## src/sv/step_pulse_ramp_controller_defines.svh

```systemverilog
// assertion helpers, clocked on clk_i and quiet while rst_ni is low
`ifndef STEP_PULSE_RAMP_CONTROLLER_DEFINES_SVH
`define STEP_PULSE_RAMP_CONTROLLER_DEFINES_SVH

// same-cycle implication
`define SPRC_ASSERT_IMP(lbl, ante, cons, msg) \
  lbl: assert property (@(posedge clk_i) disable iff (!rst_ni) (ante) |-> (cons)) \
    else $error(msg);

// next-cycle implication
`define SPRC_ASSERT_NXT(lbl, ante, cons, msg) \
  lbl: assert property (@(posedge clk_i) disable iff (!rst_ni) (ante) |=> (cons)) \
    else $error(msg);

`endif

```

## src/sv/sprc_pkg.sv

```systemverilog
package sprc_pkg;

  localparam int unsigned FREQ_BITS_DEF = 20;
  localparam int unsigned TIME_BITS_DEF = 32;

  // internal frequency width, bounded by the freq_max register
  localparam int unsigned FW      = 20;
  localparam int unsigned MSW     = 16;
  localparam int unsigned CAP_W   = 21;
  localparam int unsigned CFG_AW  = 3;
  localparam int unsigned CFG_DW  = 20;
  localparam int unsigned DIV_NW  = FW + MSW;
  localparam int unsigned DIV_DW  = MSW;

  // span / 60 as a multiply by ceil(2^26 / 60), exact for any 20-bit span
  localparam int unsigned      RCP_W      = 21;
  localparam int unsigned      RCP_SH     = 26;
  localparam logic [RCP_W-1:0] CRUISE_RCP = RCP_W'(1118482);

  localparam logic [FW:0]    CRUISE_MIN_STEP = (FW+1)'(50);
  localparam logic [FW-1:0]  PULSE_LIMIT     = FW'(1000000);

  typedef enum logic [2:0] {
    MODE_IDLE   = 3'd0,
    MODE_UP     = 3'd1,
    MODE_CRUISE = 3'd2,
    MODE_DOWN   = 3'd3,
    MODE_REV    = 3'd4
  } motion_e;

  typedef enum logic [1:0] {
    CMD_TICK  = 2'd0,
    CMD_SET   = 2'd1,
    CMD_STOP  = 2'd2,
    CMD_ESTOP = 2'd3
  } cmd_e;

  typedef enum logic [1:0] {
    DIR_NONE    = 2'd0,
    DIR_EAST    = 2'd1,
    DIR_TO_WEST = 2'd2,
    DIR_BAD     = 2'd3
  } dir_e;

  typedef enum logic [CFG_AW-1:0] {
    REG_FREQ_MIN   = 3'd0,
    REG_FREQ_MAX   = 3'd1,
    REG_RAMP_UP    = 3'd2,
    REG_RAMP_DOWN  = 3'd3,
    REG_STEP_PER   = 3'd4
  } cfg_reg_e;

  typedef enum logic [1:0] {
    ST_IDLE,
    ST_EXEC,
    ST_DIV,
    ST_APPLY
  } ctrl_state_e;

  typedef struct packed {
    logic latch_in;
    logic div_start;
    logic commit;
  } dp_cmd_t;

  typedef struct packed {
    logic div_need;
    logic div_done;
  } dp_sts_t;

endpackage

```

## src/sv/step_pulse_ramp_controller.sv

```systemverilog
// Pulse frequency ramp controller. Each item on the slave stream is a tick, set target,
// stop or emergency stop (tuser); each gives one result on the master stream with the
// latched pulse frequency, direction pin, servo-on line and motion mode. An item is latched,
// decoded in the execute state and committed in the apply state; a tick that runs a ramp up,
// ramp down or reversing step first waits in the divide state on the one-bit-per-cycle divider
// for the ramp interpolation, while the cruise decrement uses a reciprocal multiply. One item is
// worked on at a time; the next is taken while the previous result waits, and is committed once
// that result is taken.
// Configuration writes must be made while no item is in flight.
`include "step_pulse_ramp_controller_defines.svh"

module step_pulse_ramp_controller
  import sprc_pkg::*;
#(
  parameter int unsigned FREQ_BITS = FREQ_BITS_DEF,
  parameter int unsigned TIME_BITS = TIME_BITS_DEF,
  localparam int unsigned IN_W  = TIME_BITS + FREQ_BITS + 2 + CAP_W,
  localparam int unsigned IN_DW = ((IN_W + 7) / 8) * 8,
  localparam int unsigned OUT_W  = FREQ_BITS + 5,
  localparam int unsigned OUT_DW = ((OUT_W + 7) / 8) * 8
) (
  input  logic              clk_i,
  input  logic              rst_ni,
  input  logic              cfg_we_i,
  input  logic [CFG_AW-1:0] cfg_addr_i,
  input  logic [CFG_DW-1:0] cfg_wdata_i,
  input  logic              s_axis_tvalid,
  output logic              s_axis_tready,
  // now_ms, target_freq, direction, freq_cap, zero fill
  input  logic [IN_DW-1:0]  s_axis_tdata,
  // cmd
  input  logic [1:0]        s_axis_tuser,
  output logic              m_axis_tvalid,
  input  logic              m_axis_tready,
  // pulse_freq, dir_level, servo_enable, motion_mode, zero fill
  output logic [OUT_DW-1:0] m_axis_tdata
);

  dp_cmd_t              cmd;
  dp_sts_t              sts;
  logic [FREQ_BITS-1:0] pulse_freq;
  logic                 dir_level, servo_enable;
  logic [2:0]           motion_mode;

  sprc_ctrl u_ctrl (
    .clk_i       (clk_i),
    .rst_ni      (rst_ni),
    .in_valid_i  (s_axis_tvalid),
    .in_ready_o  (s_axis_tready),
    .out_valid_o (m_axis_tvalid),
    .out_ready_i (m_axis_tready),
    .cmd_o       (cmd),
    .sts_i       (sts)
  );

  sprc_dp #(
    .FREQ_BITS (FREQ_BITS),
    .TIME_BITS (TIME_BITS)
  ) u_dp (
    .clk_i          (clk_i),
    .rst_ni         (rst_ni),
    .cmd_i          (cmd),
    .sts_o          (sts),
    .cfg_we_i       (cfg_we_i),
    .cfg_addr_i     (cfg_addr_i),
    .cfg_wdata_i    (cfg_wdata_i),
    .in_cmd_i       (s_axis_tuser),
    .in_now_i       (s_axis_tdata[TIME_BITS-1:0]),
    .in_target_i    (s_axis_tdata[TIME_BITS +: FREQ_BITS]),
    .in_dir_i       (s_axis_tdata[TIME_BITS+FREQ_BITS +: 2]),
    .in_cap_i       (s_axis_tdata[TIME_BITS+FREQ_BITS+2 +: CAP_W]),
    .pulse_freq_o   (pulse_freq),
    .dir_level_o    (dir_level),
    .servo_enable_o (servo_enable),
    .motion_mode_o  (motion_mode)
  );

  assign m_axis_tdata = OUT_DW'({motion_mode, servo_enable, dir_level, pulse_freq});

  `SPRC_ASSERT_NXT(a_busy_after_accept, s_axis_tvalid && s_axis_tready, !s_axis_tready,
    "item taken while previous still in work")
  `SPRC_ASSERT_IMP(a_pulse_needs_servo, pulse_freq != '0, servo_enable,
    "pulse driven with servo off")
  `SPRC_ASSERT_IMP(a_idle_silent, motion_mode == MODE_IDLE, pulse_freq == '0,
    "pulse driven while idle")

endmodule

```

## src/sv/sprc_div.sv

```systemverilog
module sprc_div
  import sprc_pkg::*;
#(
  parameter int unsigned NUM_W = DIV_NW,
  parameter int unsigned DEN_W = DIV_DW
) (
  input  logic             clk_i,
  input  logic             rst_ni,
  input  logic             start_i,
  input  logic [NUM_W-1:0] num_i,
  input  logic [DEN_W-1:0] den_i,
  output logic [NUM_W-1:0] quo_o,
  output logic             done_o
);

  localparam int unsigned CW = $clog2(NUM_W);

  logic [NUM_W-1:0] quo_q, quo_d;
  logic [DEN_W-1:0] rem_q, rem_d;
  logic [DEN_W-1:0] den_q, den_d;
  logic [CW-1:0]    cnt_q, cnt_d;
  logic             busy_q, busy_d;
  logic             done_q, done_d;
  logic [DEN_W:0]   rem_sh;
  logic             fits;

  // one quotient bit a cycle, restoring
  always_comb begin
    rem_sh = {rem_q, quo_q[NUM_W-1]};
    fits   = rem_sh >= {1'b0, den_q};
    quo_d  = quo_q;
    rem_d  = rem_q;
    den_d  = den_q;
    cnt_d  = cnt_q;
    busy_d = busy_q;
    done_d = 1'b0;
    if (start_i) begin
      quo_d  = num_i;
      rem_d  = '0;
      den_d  = den_i;
      cnt_d  = CW'(NUM_W - 1);
      busy_d = 1'b1;
    end else if (busy_q) begin
      quo_d = {quo_q[NUM_W-2:0], fits};
      rem_d = fits ? DEN_W'(rem_sh - {1'b0, den_q}) : rem_sh[DEN_W-1:0];
      cnt_d = cnt_q - 1'b1;
      if (cnt_q == '0) begin
        busy_d = 1'b0;
        done_d = 1'b1;
      end
    end
  end

  always_ff @(posedge clk_i or negedge rst_ni) begin
    if (!rst_ni) begin
      busy_q <= 1'b0;
      done_q <= 1'b0;
      cnt_q  <= '0;
    end else begin
      busy_q <= busy_d;
      done_q <= done_d;
      cnt_q  <= cnt_d;
    end
  end

  always_ff @(posedge clk_i) begin
    quo_q <= quo_d;
    rem_q <= rem_d;
    den_q <= den_d;
  end

  assign quo_o  = quo_q;
  assign done_o = done_q;

endmodule

```

## src/sv/sprc_dp.sv

```systemverilog
module sprc_dp
  import sprc_pkg::*;
#(
  parameter int unsigned FREQ_BITS = FREQ_BITS_DEF,
  parameter int unsigned TIME_BITS = TIME_BITS_DEF
) (
  input  logic                 clk_i,
  input  logic                 rst_ni,
  input  dp_cmd_t              cmd_i,
  output dp_sts_t              sts_o,
  input  logic                 cfg_we_i,
  input  logic [CFG_AW-1:0]    cfg_addr_i,
  input  logic [CFG_DW-1:0]    cfg_wdata_i,
  input  logic [1:0]           in_cmd_i,
  input  logic [TIME_BITS-1:0] in_now_i,
  input  logic [FREQ_BITS-1:0] in_target_i,
  input  logic [1:0]           in_dir_i,
  input  logic [CAP_W-1:0]     in_cap_i,
  output logic [FREQ_BITS-1:0] pulse_freq_o,
  output logic                 dir_level_o,
  output logic                 servo_enable_o,
  output logic [2:0]           motion_mode_o
);

  localparam int unsigned WW = (FREQ_BITS > FW) ? FREQ_BITS : FW;
  localparam int unsigned PW = FW + RCP_W;

  // configuration
  logic [FW-1:0]  fmin_q, fmax_q;
  logic [MSW-1:0] ru_q, rd_q, sp_q;

  // latched item
  cmd_e                 icmd_q;
  logic [TIME_BITS-1:0] now_q;
  logic [FREQ_BITS-1:0] tf_q;
  dir_e                 idir_q;
  logic [CAP_W-1:0]     cap_q;

  // controller state
  motion_e              mode_q, mode_d;
  logic [FW-1:0]        pres_q, pres_d;
  dir_e                 pdir_q, pdir_d;
  logic [FW-1:0]        goal_q, goal_d;
  dir_e                 qdir_q, qdir_d;
  logic [FW-1:0]        qfreq_q, qfreq_d;
  logic [TIME_BITS-1:0] rst_q, rst_d;
  logic [FW-1:0]        rsf_q, rsf_d;
  logic [TIME_BITS-1:0] last_q, last_d;
  logic                 servo_q, servo_d;
  logic [FW-1:0]        ofreq_q, ofreq_d;
  logic                 odir_q, odir_d;

  logic [TIME_BITS-1:0] elapsed, since_last;
  logic                 step_due, up_done, dn_done;
  logic [FW-1:0]        tgt, up_mag, fset;
  logic                 up_neg, stop_req;
  logic [DIV_NW-1:0]    div_num, div_quo;
  logic [DIV_DW-1:0]    div_den;
  logic                 div_need, div_done;
  logic [FW:0]          q21, stp;
  logic signed [FW+1:0] v22;
  logic [FW-1:0]        span;
  logic [PW-1:0]        span_prod;
  logic [PW-RCP_SH-1:0] cruise_q;

  always_ff @(posedge clk_i or negedge rst_ni) begin
    if (!rst_ni) begin
      fmin_q <= FW'(100);
      fmax_q <= FW'(100000);
      ru_q   <= MSW'(2000);
      rd_q   <= MSW'(2000);
      sp_q   <= MSW'(10);
    end else if (cfg_we_i) begin
      unique case (cfg_reg_e'(cfg_addr_i))
        REG_FREQ_MIN:  fmin_q <= cfg_wdata_i;
        REG_FREQ_MAX:  fmax_q <= cfg_wdata_i;
        REG_RAMP_UP:   ru_q   <= cfg_wdata_i[MSW-1:0];
        REG_RAMP_DOWN: rd_q   <= cfg_wdata_i[MSW-1:0];
        REG_STEP_PER:  sp_q   <= cfg_wdata_i[MSW-1:0];
        default: ;
      endcase
    end
  end

  always_ff @(posedge clk_i) begin
    if (cmd_i.latch_in) begin
      icmd_q <= cmd_e'(in_cmd_i);
      now_q  <= in_now_i;
      tf_q   <= in_target_i;
      idir_q <= (dir_e'(in_dir_i) == DIR_BAD) ? DIR_NONE : dir_e'(in_dir_i);
      cap_q  <= in_cap_i;
    end
  end

  // shared decode, stable from EXEC to APPLY
  always_comb begin
    elapsed    = now_q - rst_q;
    since_last = now_q - last_q;
    step_due   = since_last >= TIME_BITS'(sp_q);
    up_done    = elapsed >= TIME_BITS'(ru_q);
    dn_done    = elapsed >= TIME_BITS'(rd_q);
    tgt = goal_q;
    if (!cap_q[CAP_W-1] && ({1'b0, tgt} > cap_q)) tgt = cap_q[FW-1:0];
    if ((tgt != '0) && (tgt < fmin_q)) tgt = fmin_q;
    if (tgt > fmax_q) tgt = fmax_q;
    up_neg = tgt < rsf_q;
    up_mag = up_neg ? (rsf_q - tgt) : (tgt - rsf_q);
    div_need = 1'b0;
    div_num  = '0;
    div_den  = rd_q;
    if ((icmd_q == CMD_TICK) && step_due) begin
      unique case (mode_q)
        MODE_UP: begin
          div_need = !up_done;
          div_num  = DIV_NW'(up_mag) * DIV_NW'(elapsed[MSW-1:0]);
          div_den  = ru_q;
        end
        MODE_DOWN: begin
          div_need = !dn_done;
          div_num  = DIV_NW'(rsf_q) * DIV_NW'(elapsed[MSW-1:0]);
        end
        MODE_REV: begin
          div_need = !dn_done && (pres_q != '0);
          div_num  = DIV_NW'(rsf_q) * DIV_NW'(elapsed[MSW-1:0]);
        end
        default: ;
      endcase
    end
  end

  sprc_div #(
    .NUM_W (DIV_NW),
    .DEN_W (DIV_DW)
  ) u_div (
    .clk_i   (clk_i),
    .rst_ni  (rst_ni),
    .start_i (cmd_i.div_start),
    .num_i   (div_num),
    .den_i   (div_den),
    .quo_o   (div_quo),
    .done_o  (div_done)
  );

  assign sts_o.div_need = div_need;
  assign sts_o.div_done = div_done;

  always_comb begin
    q21       = div_quo[FW:0];
    span      = (fmax_q > fmin_q) ? (fmax_q - fmin_q) : '0;
    span_prod = PW'(span) * PW'(CRUISE_RCP);
    cruise_q  = span_prod[PW-1:RCP_SH];
    stp       = ((FW+1)'(cruise_q) < CRUISE_MIN_STEP) ? CRUISE_MIN_STEP
                                                      : (FW+1)'(cruise_q);
    v22      = '0;
    fset     = (WW'(tf_q) > WW'(fmax_q)) ? fmax_q : FW'(tf_q);
    stop_req = (icmd_q == CMD_STOP) ||
               ((icmd_q == CMD_SET) && ((tf_q == '0) || (idir_q == DIR_NONE)));
    mode_d  = mode_q;
    pres_d  = pres_q;
    pdir_d  = pdir_q;
    goal_d  = goal_q;
    qdir_d  = qdir_q;
    qfreq_d = qfreq_q;
    rst_d   = rst_q;
    rsf_d   = rsf_q;
    last_d  = last_q;
    servo_d = servo_q;
    ofreq_d = ofreq_q;
    odir_d  = odir_q;
    if (cmd_i.commit) begin
      if (icmd_q == CMD_ESTOP) begin
        ofreq_d = '0;
        servo_d = 1'b0;
        pres_d  = '0;
        pdir_d  = DIR_NONE;
        mode_d  = MODE_IDLE;
        qdir_d  = DIR_NONE;
      end else if (stop_req) begin
        if ((mode_q != MODE_IDLE) && (mode_q != MODE_DOWN)) begin
          if (pres_q == '0) begin
            mode_d = MODE_IDLE;
            pdir_d = DIR_NONE;
          end else begin
            mode_d = MODE_DOWN;
            rst_d  = now_q;
            rsf_d  = pres_q;
            qdir_d = DIR_NONE;
          end
        end
      end else if (icmd_q == CMD_SET) begin
        if ((mode_q == MODE_REV) && (qdir_q == idir_q)) begin
          qfreq_d = fset;
        end else if ((pdir_q != DIR_NONE) && (pdir_q != idir_q)) begin
          qdir_d  = idir_q;
          qfreq_d = fset;
          mode_d  = MODE_REV;
          rst_d   = now_q;
          rsf_d   = pres_q;
        end else begin
          goal_d = fset;
          pdir_d = idir_q;
          if ((mode_q == MODE_IDLE) || (mode_q == MODE_DOWN)) begin
            mode_d = MODE_UP;
            rst_d  = now_q;
            rsf_d  = pres_q;
          end
        end
      end else if (step_due) begin
        last_d = now_q;
        unique case (mode_q)
          MODE_UP: begin
            if (up_done) begin
              pres_d = tgt;
              mode_d = MODE_CRUISE;
            end else begin
              v22 = up_neg ? ($signed({2'b00, rsf_q}) - $signed({1'b0, q21}))
                           : ($signed({2'b00, rsf_q}) + $signed({1'b0, q21}));
              if (v22 < $signed({2'b00, fmin_q})) v22 = $signed({2'b00, fmin_q});
              if (v22 > $signed({2'b00, tgt})) v22 = $signed({2'b00, tgt});
              pres_d = v22[FW-1:0];
            end
          end
          MODE_CRUISE: begin
            if (pres_q < tgt) begin
              mode_d = MODE_UP;
              rst_d  = now_q;
              rsf_d  = pres_q;
            end else if (pres_q > tgt) begin
              v22 = $signed({2'b00, pres_q}) - $signed({1'b0, stp});
              if (v22 < $signed({2'b00, tgt})) v22 = $signed({2'b00, tgt});
              pres_d = v22[FW-1:0];
            end
          end
          MODE_DOWN: begin
            if (dn_done) begin
              pres_d = '0;
              pdir_d = DIR_NONE;
              mode_d = MODE_IDLE;
            end else begin
              pres_d = rsf_q - q21[FW-1:0];
            end
          end
          MODE_REV: begin
            if (dn_done || (pres_q == '0)) begin
              pres_d = '0;
              pdir_d = qdir_q;
              goal_d = qfreq_q;
              mode_d = MODE_UP;
              rst_d  = now_q;
              rsf_d  = '0;
              qdir_d = DIR_NONE;
            end else begin
              pres_d = rsf_q - q21[FW-1:0];
            end
          end
          default: begin
            mode_d = MODE_IDLE;
            pres_d = '0;
          end
        endcase
        // drive the lines from the new state
        if ((pres_d == '0) || (pdir_d == DIR_NONE)) begin
          ofreq_d = '0;
        end else begin
          servo_d = 1'b1;
          odir_d  = pdir_d == DIR_TO_WEST;
          ofreq_d = (pres_d > PULSE_LIMIT) ? PULSE_LIMIT : pres_d;
        end
      end
    end
  end

  always_ff @(posedge clk_i or negedge rst_ni) begin
    if (!rst_ni) begin
      mode_q  <= MODE_IDLE;
      pres_q  <= '0;
      pdir_q  <= DIR_NONE;
      goal_q  <= '0;
      qdir_q  <= DIR_NONE;
      qfreq_q <= '0;
      rst_q   <= '0;
      rsf_q   <= '0;
      last_q  <= '0;
      servo_q <= 1'b0;
      ofreq_q <= '0;
      odir_q  <= 1'b0;
    end else begin
      mode_q  <= mode_d;
      pres_q  <= pres_d;
      pdir_q  <= pdir_d;
      goal_q  <= goal_d;
      qdir_q  <= qdir_d;
      qfreq_q <= qfreq_d;
      rst_q   <= rst_d;
      rsf_q   <= rsf_d;
      last_q  <= last_d;
      servo_q <= servo_d;
      ofreq_q <= ofreq_d;
      odir_q  <= odir_d;
    end
  end

  assign pulse_freq_o   = FREQ_BITS'(ofreq_q);
  assign dir_level_o    = odir_q;
  assign servo_enable_o = servo_q;
  assign motion_mode_o  = mode_q;

endmodule

```

## src/sv/sprc_ctrl.sv

```systemverilog
module sprc_ctrl
  import sprc_pkg::*;
(
  input  logic    clk_i,
  input  logic    rst_ni,
  input  logic    in_valid_i,
  output logic    in_ready_o,
  output logic    out_valid_o,
  input  logic    out_ready_i,
  output dp_cmd_t cmd_o,
  input  dp_sts_t sts_i
);

  ctrl_state_e state_q, state_d;
  logic        ovalid_q, ovalid_d;
  logic        out_free;

  always_ff @(posedge clk_i or negedge rst_ni) begin
    if (!rst_ni) begin
      state_q  <= ST_IDLE;
      ovalid_q <= 1'b0;
    end else begin
      state_q  <= state_d;
      ovalid_q <= ovalid_d;
    end
  end

  always_comb begin
    out_free   = !ovalid_q || out_ready_i;
    state_d    = state_q;
    ovalid_d   = ovalid_q && !out_ready_i;
    in_ready_o = 1'b0;
    cmd_o      = '0;
    unique case (state_q)
      ST_IDLE: begin
        in_ready_o = 1'b1;
        if (in_valid_i) begin
          cmd_o.latch_in = 1'b1;
          state_d        = ST_EXEC;
        end
      end
      ST_EXEC: begin
        if (sts_i.div_need) begin
          cmd_o.div_start = 1'b1;
          state_d         = ST_DIV;
        end else begin
          state_d = ST_APPLY;
        end
      end
      ST_DIV: begin
        if (sts_i.div_done) state_d = ST_APPLY;
      end
      ST_APPLY: begin
        // the result is the state itself, so wait until the last one is taken
        if (out_free) begin
          cmd_o.commit = 1'b1;
          ovalid_d     = 1'b1;
          state_d      = ST_IDLE;
        end
      end
      default: state_d = ST_IDLE;
    endcase
  end

  assign out_valid_o = ovalid_q;

endmodule
```

## config.mk

```make
export PLATFORM = sky130hd
export DESIGN_NAME = step_pulse_ramp_controller
export DESIGN_NICKNAME = d
export VERILOG_FILES = /design/src/sv/sprc_pkg.sv /design/src/sv/step_pulse_ramp_controller.sv /design/src/sv/sprc_div.sv /design/src/sv/sprc_dp.sv /design/src/sv/sprc_ctrl.sv
export VERILOG_INCLUDE_DIRS = /design/src /design/src/sv
export SDC_FILE = /design/constraint.sdc
export NUM_CORES = 2
export LEC_CHECK = 0
export BUFFER_PORTS_ARGS = -buffer_cell sky130_fd_sc_hd__clkbuf_2
export CAP_MARGIN = 10
export CELL_PAD_IN_SITES_DETAIL_PLACEMENT = 1
export CELL_PAD_IN_SITES_GLOBAL_PLACEMENT = 1
export CORE_ASPECT_RATIO = 1.2
export CORE_MARGIN = 2
export CORE_UTILIZATION = 47
export DETAILED_ROUTE_END_ITERATION = 6
export GPL_TIMING_DRIVEN = 0
export PLACE_DENSITY_LB_ADDON = 0.1
export SLEW_MARGIN = 10
export SYNTH_ARGS = -nofsm -noshare
export SYNTH_HDL_FRONTEND = slang
export SYNTH_HIERARCHICAL = 1
export SYNTH_SLANG_ARGS = --single-unit
```

## constraint.sdc

```tcl
create_clock -name clk_i -period 24.4 [get_ports clk_i]
set_input_delay 4.88 -clock clk_i [delete_from_list [all_inputs] [get_ports clk_i]]
set_output_delay 4.88 -clock clk_i [all_outputs]
set_load 0.005 [all_outputs]
```

# After elaboration in Yosys (flattened, before gate mapping)
# Cells that the tools add are included.
[totals]
output_inout_bits = 34
ff_bits = 417
input_bits = 110
elab_cells = 316
[op_classes]
muxes = 145
addsub = 11
eq_ne = 44
bitwise = 4
mul = 3
n_lt_le_gt_ge = 17
n_reduce_logical = 62
[ops]
columns = ["cell", "n"]
rows = [
  ["20-bit 2-to-1 mux", 46],
  ["32-bit 2-to-1 mux", 10],
  ["22-bit 2-to-1 mux", 9],
  ["36-bit 2-to-1 mux", 3],
  ["32-bit by 16-bit greater-or-equal comparator with 1-bit output", 3],
  ["20-bit > comparator", 4],
  ["20-bit one-hot mux with 4 select lines", 1],
  ["20-bit subtractor", 4],
  ["20-bit by 16-bit multiplier with 36-bit output", 2],
  ["36-bit one-hot mux with 2 select lines", 1],
  ["32-bit one-hot mux with 2 select lines", 1],
  ["32-bit subtractor", 2],
  ["20-bit zero test", 3],
  ["20-bit less-than comparator", 3],
  ["2-bit 2-to-1 mux", 29],
  ["16-bit 2-to-1 mux", 3],
  ["22-bit by 21-bit less-than comparator with 1-bit output", 2],
  ["20-bit by 20-bit multiplier with 40-bit output (second input constant)", 1],
  ["20-bit one-hot mux with 2 select lines", 1],
  ["20-bit nonzero test", 2],
  ["3-bit 2-to-1 mux", 12],
  ["20-bit by 21-bit adder with 22-bit output", 1],
  ["22-bit by 21-bit > comparator with 1-bit output", 1],
  ["1-bit 2-to-1 mux", 22],
  ["other kinds (50)", 120],
]

# Longest topological paths before layout
[depth]
depth_word = 35
depth_mapped = 94
ltp_nobuf = 82

# Hierarchy
# Netlist, hierarchy kept.
[by_module_without_submodules]
columns = ["module", "area_per_inst_um2", "seq_area_each_um2", "n_inst", "cells_per_inst"]
rows = [
  ["sprc_dp", 53502.6, 8872.3, 1, 6241],
  ["sprc_div", 4086.4, 2082.0, 1, 346],
  ["sprc_ctrl", 250.2, 75.1, 1, 22],
  ["step_pulse_ramp_controller", 71.3, 0.0, 1, 10],
]

# Least setup slack after synthesis
# OpenSTA, ideal clock, no wires.
[synth_timing]
kind = "register to register"
from = "register u_dp.goal_q[3]"
to = "register u_dp.ofreq_q[7], in the netlist u_dp/pulse_freq_o[7]"
n_path_buf = 11
arrival_ns = 17.254
required_ns = 24.263
stages_incl_launch_ff = 86
setup_ns = 0.137
synth_period_minus_slack_ns = 17.391
path_slack_ns = 7.009
cell_sequence = "dfrtp_1 > ha_1 > and3_1 > o21ai_0 > a2111o_1 > and4_1 > nor2_2 > buf_4 > buf_4 > mux2_2 > ha_1 > a21oi_1 > nand2_1 > a211oi_1 > o31ai_1 > a2111o_1 > buf_2 > nor2_2 > [... 50 more ...] > ha_1 > a21o_1 > a21o_1 > a211oi_1 > o21ai_0 > o211ai_1 > a31oi_1 > o31ai_1 > o311ai_2 > nor4_4 > mux2_2 > a221oi_1 > nand4_1 > or3_4 > o31ai_4 > or3_4 > buf_6 > o31ai_1"
[synth_between]
elab_chain_cells = 35
elab_cells_between_ends = 44
cone_classes = "order compare: 10; mux: 29; reduce/logical: 5"
[synth_rtl]
columns = ["element", "line", "source"]
rows = [
  ["start, declared", "sprc_dp.sv:43", "logic [FW-1:0] goal_q, goal_d;"],
  ["start signal, assigned", "sprc_dp.sv:291", "goal_q <= goal_d;"],
  ["20-bit by 21-bit > comparator with 1-bit output", "sprc_dp.sv:103", "if (!cap_q[CAP_W-1] && ({1'b0, tgt} > cap_q)) tgt = cap_q[FW-1:0];"],
  ["1-bit logical AND", "sprc_dp.sv:103", ""],
  ["20-bit 2-to-1 mux (*)", "sprc_dp.sv:103", ""],
  ["20-bit less-than comparator or 20-bit nonzero test (tied branches)", "sprc_dp.sv:104", "if ((tgt != '0) && (tgt < fmin_q)) tgt = fmin_q;"],
  ["1-bit logical AND", "sprc_dp.sv:104", ""],
  ["20-bit 2-to-1 mux (*)", "sprc_dp.sv:104", ""],
  ["20-bit > comparator", "sprc_dp.sv:105", "if (tgt > fmax_q) tgt = fmax_q;"],
  ["20-bit 2-to-1 mux (*)", "sprc_dp.sv:105", ""],
  ["[... 19 more ...]", "--", ""],
  ["20-bit 2-to-1 mux (*)", "sprc_dp.sv:170", "if (cmd_i.commit) begin"],
  ["20-bit > comparator or 20-bit zero test (tied branches)", "sprc_dp.sv:267, sprc_dp.sv:262", ""],
  ["20-bit 2-to-1 mux or 1-bit logical OR (tied branches)", "sprc_dp.sv:267, sprc_dp.sv:262", ""],
  ["20-bit 2-to-1 mux (*)", "sprc_dp.sv:262", "if ((pres_d == '0) || (pdir_d == DIR_NONE)) begin"],
  ["20-bit 2-to-1 mux (*)", "sprc_dp.sv:208", "end else if (step_due) begin"],
  ["20-bit 2-to-1 mux (*)", "sprc_dp.sv:190", "end else if (icmd_q == CMD_SET) begin"],
  ["20-bit 2-to-1 mux (*)", "sprc_dp.sv:178", "end else if (stop_req) begin"],
  ["20-bit 2-to-1 mux (*)", "sprc_dp.sv:171", "if (icmd_q == CMD_ESTOP) begin"],
  ["end signal, assigned", "sprc_dp.sv:298", "ofreq_q <= ofreq_d;"],
  ["end, declared", "sprc_dp.sv:50", "logic [FW-1:0] ofreq_q, ofreq_d;"],
]
# Mark *: on every way between the ends. The rest lies on a longest branch, timed or not. The select of a mux whose other input is x is not followed.
# A chain may end at the register's enable or synchronous reset.

# Final worst setup path
# Ends and elaborated chain as after synthesis.

==> results.md <==
## STA
• Clock Skews: 0.0244 ns
• maximum frequency from static timing analysis: 0.0431 GHz
• shortest period the worst path allows: 23.20 ns
• count of final hold-check violations: 0
• setup repair after global routing missed its margin: false
• final worst path period share: 95.1%
• slew margin rel.: 7.57%
• transition time of the tightest slew-check pin: 1.39 ns
• minimum hold slack: 0.479 ns
• number of pins with negative max-slew slack in the final report: 0
• total of endpoints with negative setup slack in the final report: 0
• Post-Route Setup TNS: 0 ns

## Setup path
• critical path required time: 24.85 ns
• CP startpoint: u_dp/goal_q[3]$_DFFE_PN0P_
• highest fanout seen on the critical path: 10
• Reg2Reg Launch Point: u_dp/goal_q[3]$_DFFE_PN0P_
• count of cells along the worst register-to-register path: 90
• Worst Setup End Kind: register
• launching element type of the critical path: register
• category of the critical setup timing path: reg2reg
• Max stage delay cell, worst path: sky130_fd_sc_hd__a221oi_1
• arrival time at the worst endpoint: 23.65 ns
• crit-path max cell delay: 1.03 ns

## Floorplanning
• starting density of the core: 47.2%
• number of ports placed on the die boundary: 144
• number of standard-cell rows in the floorplan: 141
• Die Span X: 324 um
• core area: 0.123 mm^2
• Die H: 389 um
• Die Footprint: 0.126 mm^2

## Clock network
• total of cells resized after clock tree synthesis: 0
• cts bufs inserted: 47
• root buffer cell: sky130_fd_sc_hd__clkbuf_16
• # hold bufs at CTS: 0
• worst-skew pair later-pin latency: 0.63 ns
• deepest clock path buffer count: 3
• count of buffers added by post-CTS timing repair for setup: 0
• H-Tree Level Count: 2
• TritonCTS clock tree: built
• clock slew at the register clock pins of the worst setup and hold paths: 0.07 ns
• TritonCTS Sinks: 417

## Global route
• all-layer global routing usage: 35.2%
• vias in the first global route: 54,100
• maximum number of pins on one net before global-route repair: 80
• overall overflow remaining after global route: 0
• wire length of the first global-routing pass: 337 mm
• number of antenna violations at the first check in global routing: 5

## Synthesis
• cell with the most instances after synthesis: sky130_fd_sc_hd__inv_1
• count of flip-flops with a built-in enable after synthesis: 129
• number of synthesis warnings: 6
• sequential cell area fraction in the yosys report: 19.0%
• count of state elements after synthesis: 417
• largest cells by area after synthesis: sky130_fd_sc_hd__fa_1, sky130_fd_sc_hd__ha_1, sky130_fd_sc_hd__dfrtp_1
• biggest area consumer among synthesized cells: sky130_fd_sc_hd__fa_1
• post-synthesis instance area: 0.0579 mm^2
• fraction of synthesis flops using an asynchronous set or reset pin: 65.2%
• top cell type's share of synthesized area: 18.8%
• top cells by instance count after synthesis: sky130_fd_sc_hd__inv_1, sky130_fd_sc_hd__nand2_1, sky130_fd_sc_hd__ha_1
• distinct cell type count after synthesis: 125
• synthesized netlist cell count: 6,619
• most used flip-flop cell after synthesis: sky130_fd_sc_hd__dfrtp_1
• Synth Area per Inst: 8.75 um^2

## Routing
• total wire length after detailed routing: 221 mm
• via count: 50,000
• per-cell via count in the routed design: 5.88
• number of nets with antenna violations after detailed routing: 0
• remaining routing DRC violations: 0
• number of detailed-routing iterations run before antenna repair: 5
• post-detailed-route wirelength per cell: 26.0 um
• iteration-0 DRC count of the detailed router: 2,660

## Placement
• global placer's final weighted congestion: 1.01
• HPWL after detailed placement: 184 mm
• number of port buffers: 131

## Status
• status: complete, no violations

## Finish
• ratio of cells with drive above 1 in the final layout: 7.69%
• total number of nets in the final design: 8,241
• layout overhead on the synthesized area: 8.65%

## Worst hold path
• critical hold path startpoint: u_dp/pulse_freq_o[7]$_DFFE_PN0P_
• min-delay worst type: reg2reg
• Hold Crit Depth: 2

## Flow run
• count of max-cap constraint violations: 0

stage by stage:
stage | setup slack, ns | instance area (um^2) | cells | util, %
after floorplan | 7.01 | 57900 | 6625 | -
after global placement | 1.12 | 60600 | 8400 | 49.5
after detailed placement | 1.69 | 61100 | 8422 | 49.8
after CTS | 1.55 | 62900 | 8510 | 51.3
after global routing | 0.0979 | 62900 | 8510 | 51.3
final | 1.20 | 62900 | 8512 | 51.3
registers in the layout (all words and copies together) (netlist names), 20 cells and up:
signal,cells
u_dp/fmax_q,20
u_dp/u_div/quo_o,36
u_dp/last_q,32
u_dp/rst_q,32
u_dp/now_q,32
u_dp/fmin_q,20
u_dp/rsf_q,20
u_dp/tf_q,20
u_dp/pres_q,20
u_dp/pulse_freq_o,20
u_dp/cap_q,21
u_dp/goal_q,20
u_dp/qfreq_q,20
area by class of cell:
| cell class | instances | area (um^2) |
|---|---|---|
| fill | 14500 | 59700 |
| multi-input combinational | 4976 | 42300 |
| sequential | 417 | 11000 |
| inverter | 978 | 3670 |
| tap | 1644 | 2060 |
| clock buffer | 57 | 1290 |
| buffer | 254 | 1110 |
| timing repair buffer | 153 | 946 |
| clock inverter | 31 | 508 |
| antenna | 2 | 5.00 |
worst paths after layout:
check	slack (ns)	endpoint
setup / recovery	1.20	u_dp/pulse_freq_o[7]$_DFFE_PN0P_
hold / removal	0.48	u_dp/pulse_freq_o[7]$_DFFE_PN0P_
setup reg to reg	1.20	u_dp/pulse_freq_o[7]$_DFFE_PN0P_
hold reg to reg	0.48	u_dp/pulse_freq_o[7]$_DFFE_PN0P_
max in group asynchronous	18.88	u_dp/rsf_q[11]$_DFFE_PN0P_
min in group asynchronous	4.23	u_dp/last_q[25]$_DFFE_PN0P_
layout by cell type, fill, tap and decap left out, types with 115 or more instances in the layout:
master / n
sky130_fd_sc_hd__a21o_1: 139
sky130_fd_sc_hd__a21oi_1: 303
sky130_fd_sc_hd__and2_1: 149
sky130_fd_sc_hd__clkbuf_1: 209
sky130_fd_sc_hd__clkbuf_2: 131
sky130_fd_sc_hd__dfrtp_1: 249
sky130_fd_sc_hd__edfxtp_1: 129
sky130_fd_sc_hd__fa_1: 544
sky130_fd_sc_hd__ha_1: 760
sky130_fd_sc_hd__inv_1: 976
sky130_fd_sc_hd__mux2_2: 115
sky130_fd_sc_hd__nand2_1: 844
sky130_fd_sc_hd__nor2_1: 344
sky130_fd_sc_hd__o21ai_0: 394
sky130_fd_sc_hd__xnor2_1: 140
critical path: cells and delay by family (launching register included):
family	cells	cell delay, ns
DFF	1	0.42
muxes	2	0.85
buffers and inverters	13	4.44
xor gates and xnor gates	2	0.47
AOI/OAI and AO/OA	36	7.85
adders and majority gates	8	2.47
and+or+nand+nor	29	6.49
cell families (layout without fill, tap and decap cells):
kind of cell | Yosys count | after routing | share of synthesized area, %
other | 1 | 9 | 0.00648
adder cells (fa/ha/maj) | 1304 | 1304 | 35.2
XOR/XNOR | 229 | 229 | 3.49
multiplexers | 183 | 183 | 3.43
AND/OR/NAND/NOR | 1941 | 1941 | 15.8
AO/OA/AOI/OAI | 1312 | 1312 | 14.8
flip-flops | 417 | 417 | 19.0
buffers and inverters | 1232 | 1473 | 8.26
routing by layer:
layer | GRT usage, % | vias up | routed length [um] | part of all wire (%)
met5 | 0 | - | 14 | 0.0063
met4 | 23.7 | 2 | 17900 | 8.1
met3 | 3.82 | 589 | 8800 | 4.0
met2 | 61.6 | 1312 | 109000 | 49
met1 | 40.7 | 25500 | 85800 | 39
li1 | - | 22600 | - | -
Power is not shown: default switching activity piles up to over one toggle a cycle in this logic, so the estimate is an artifact.
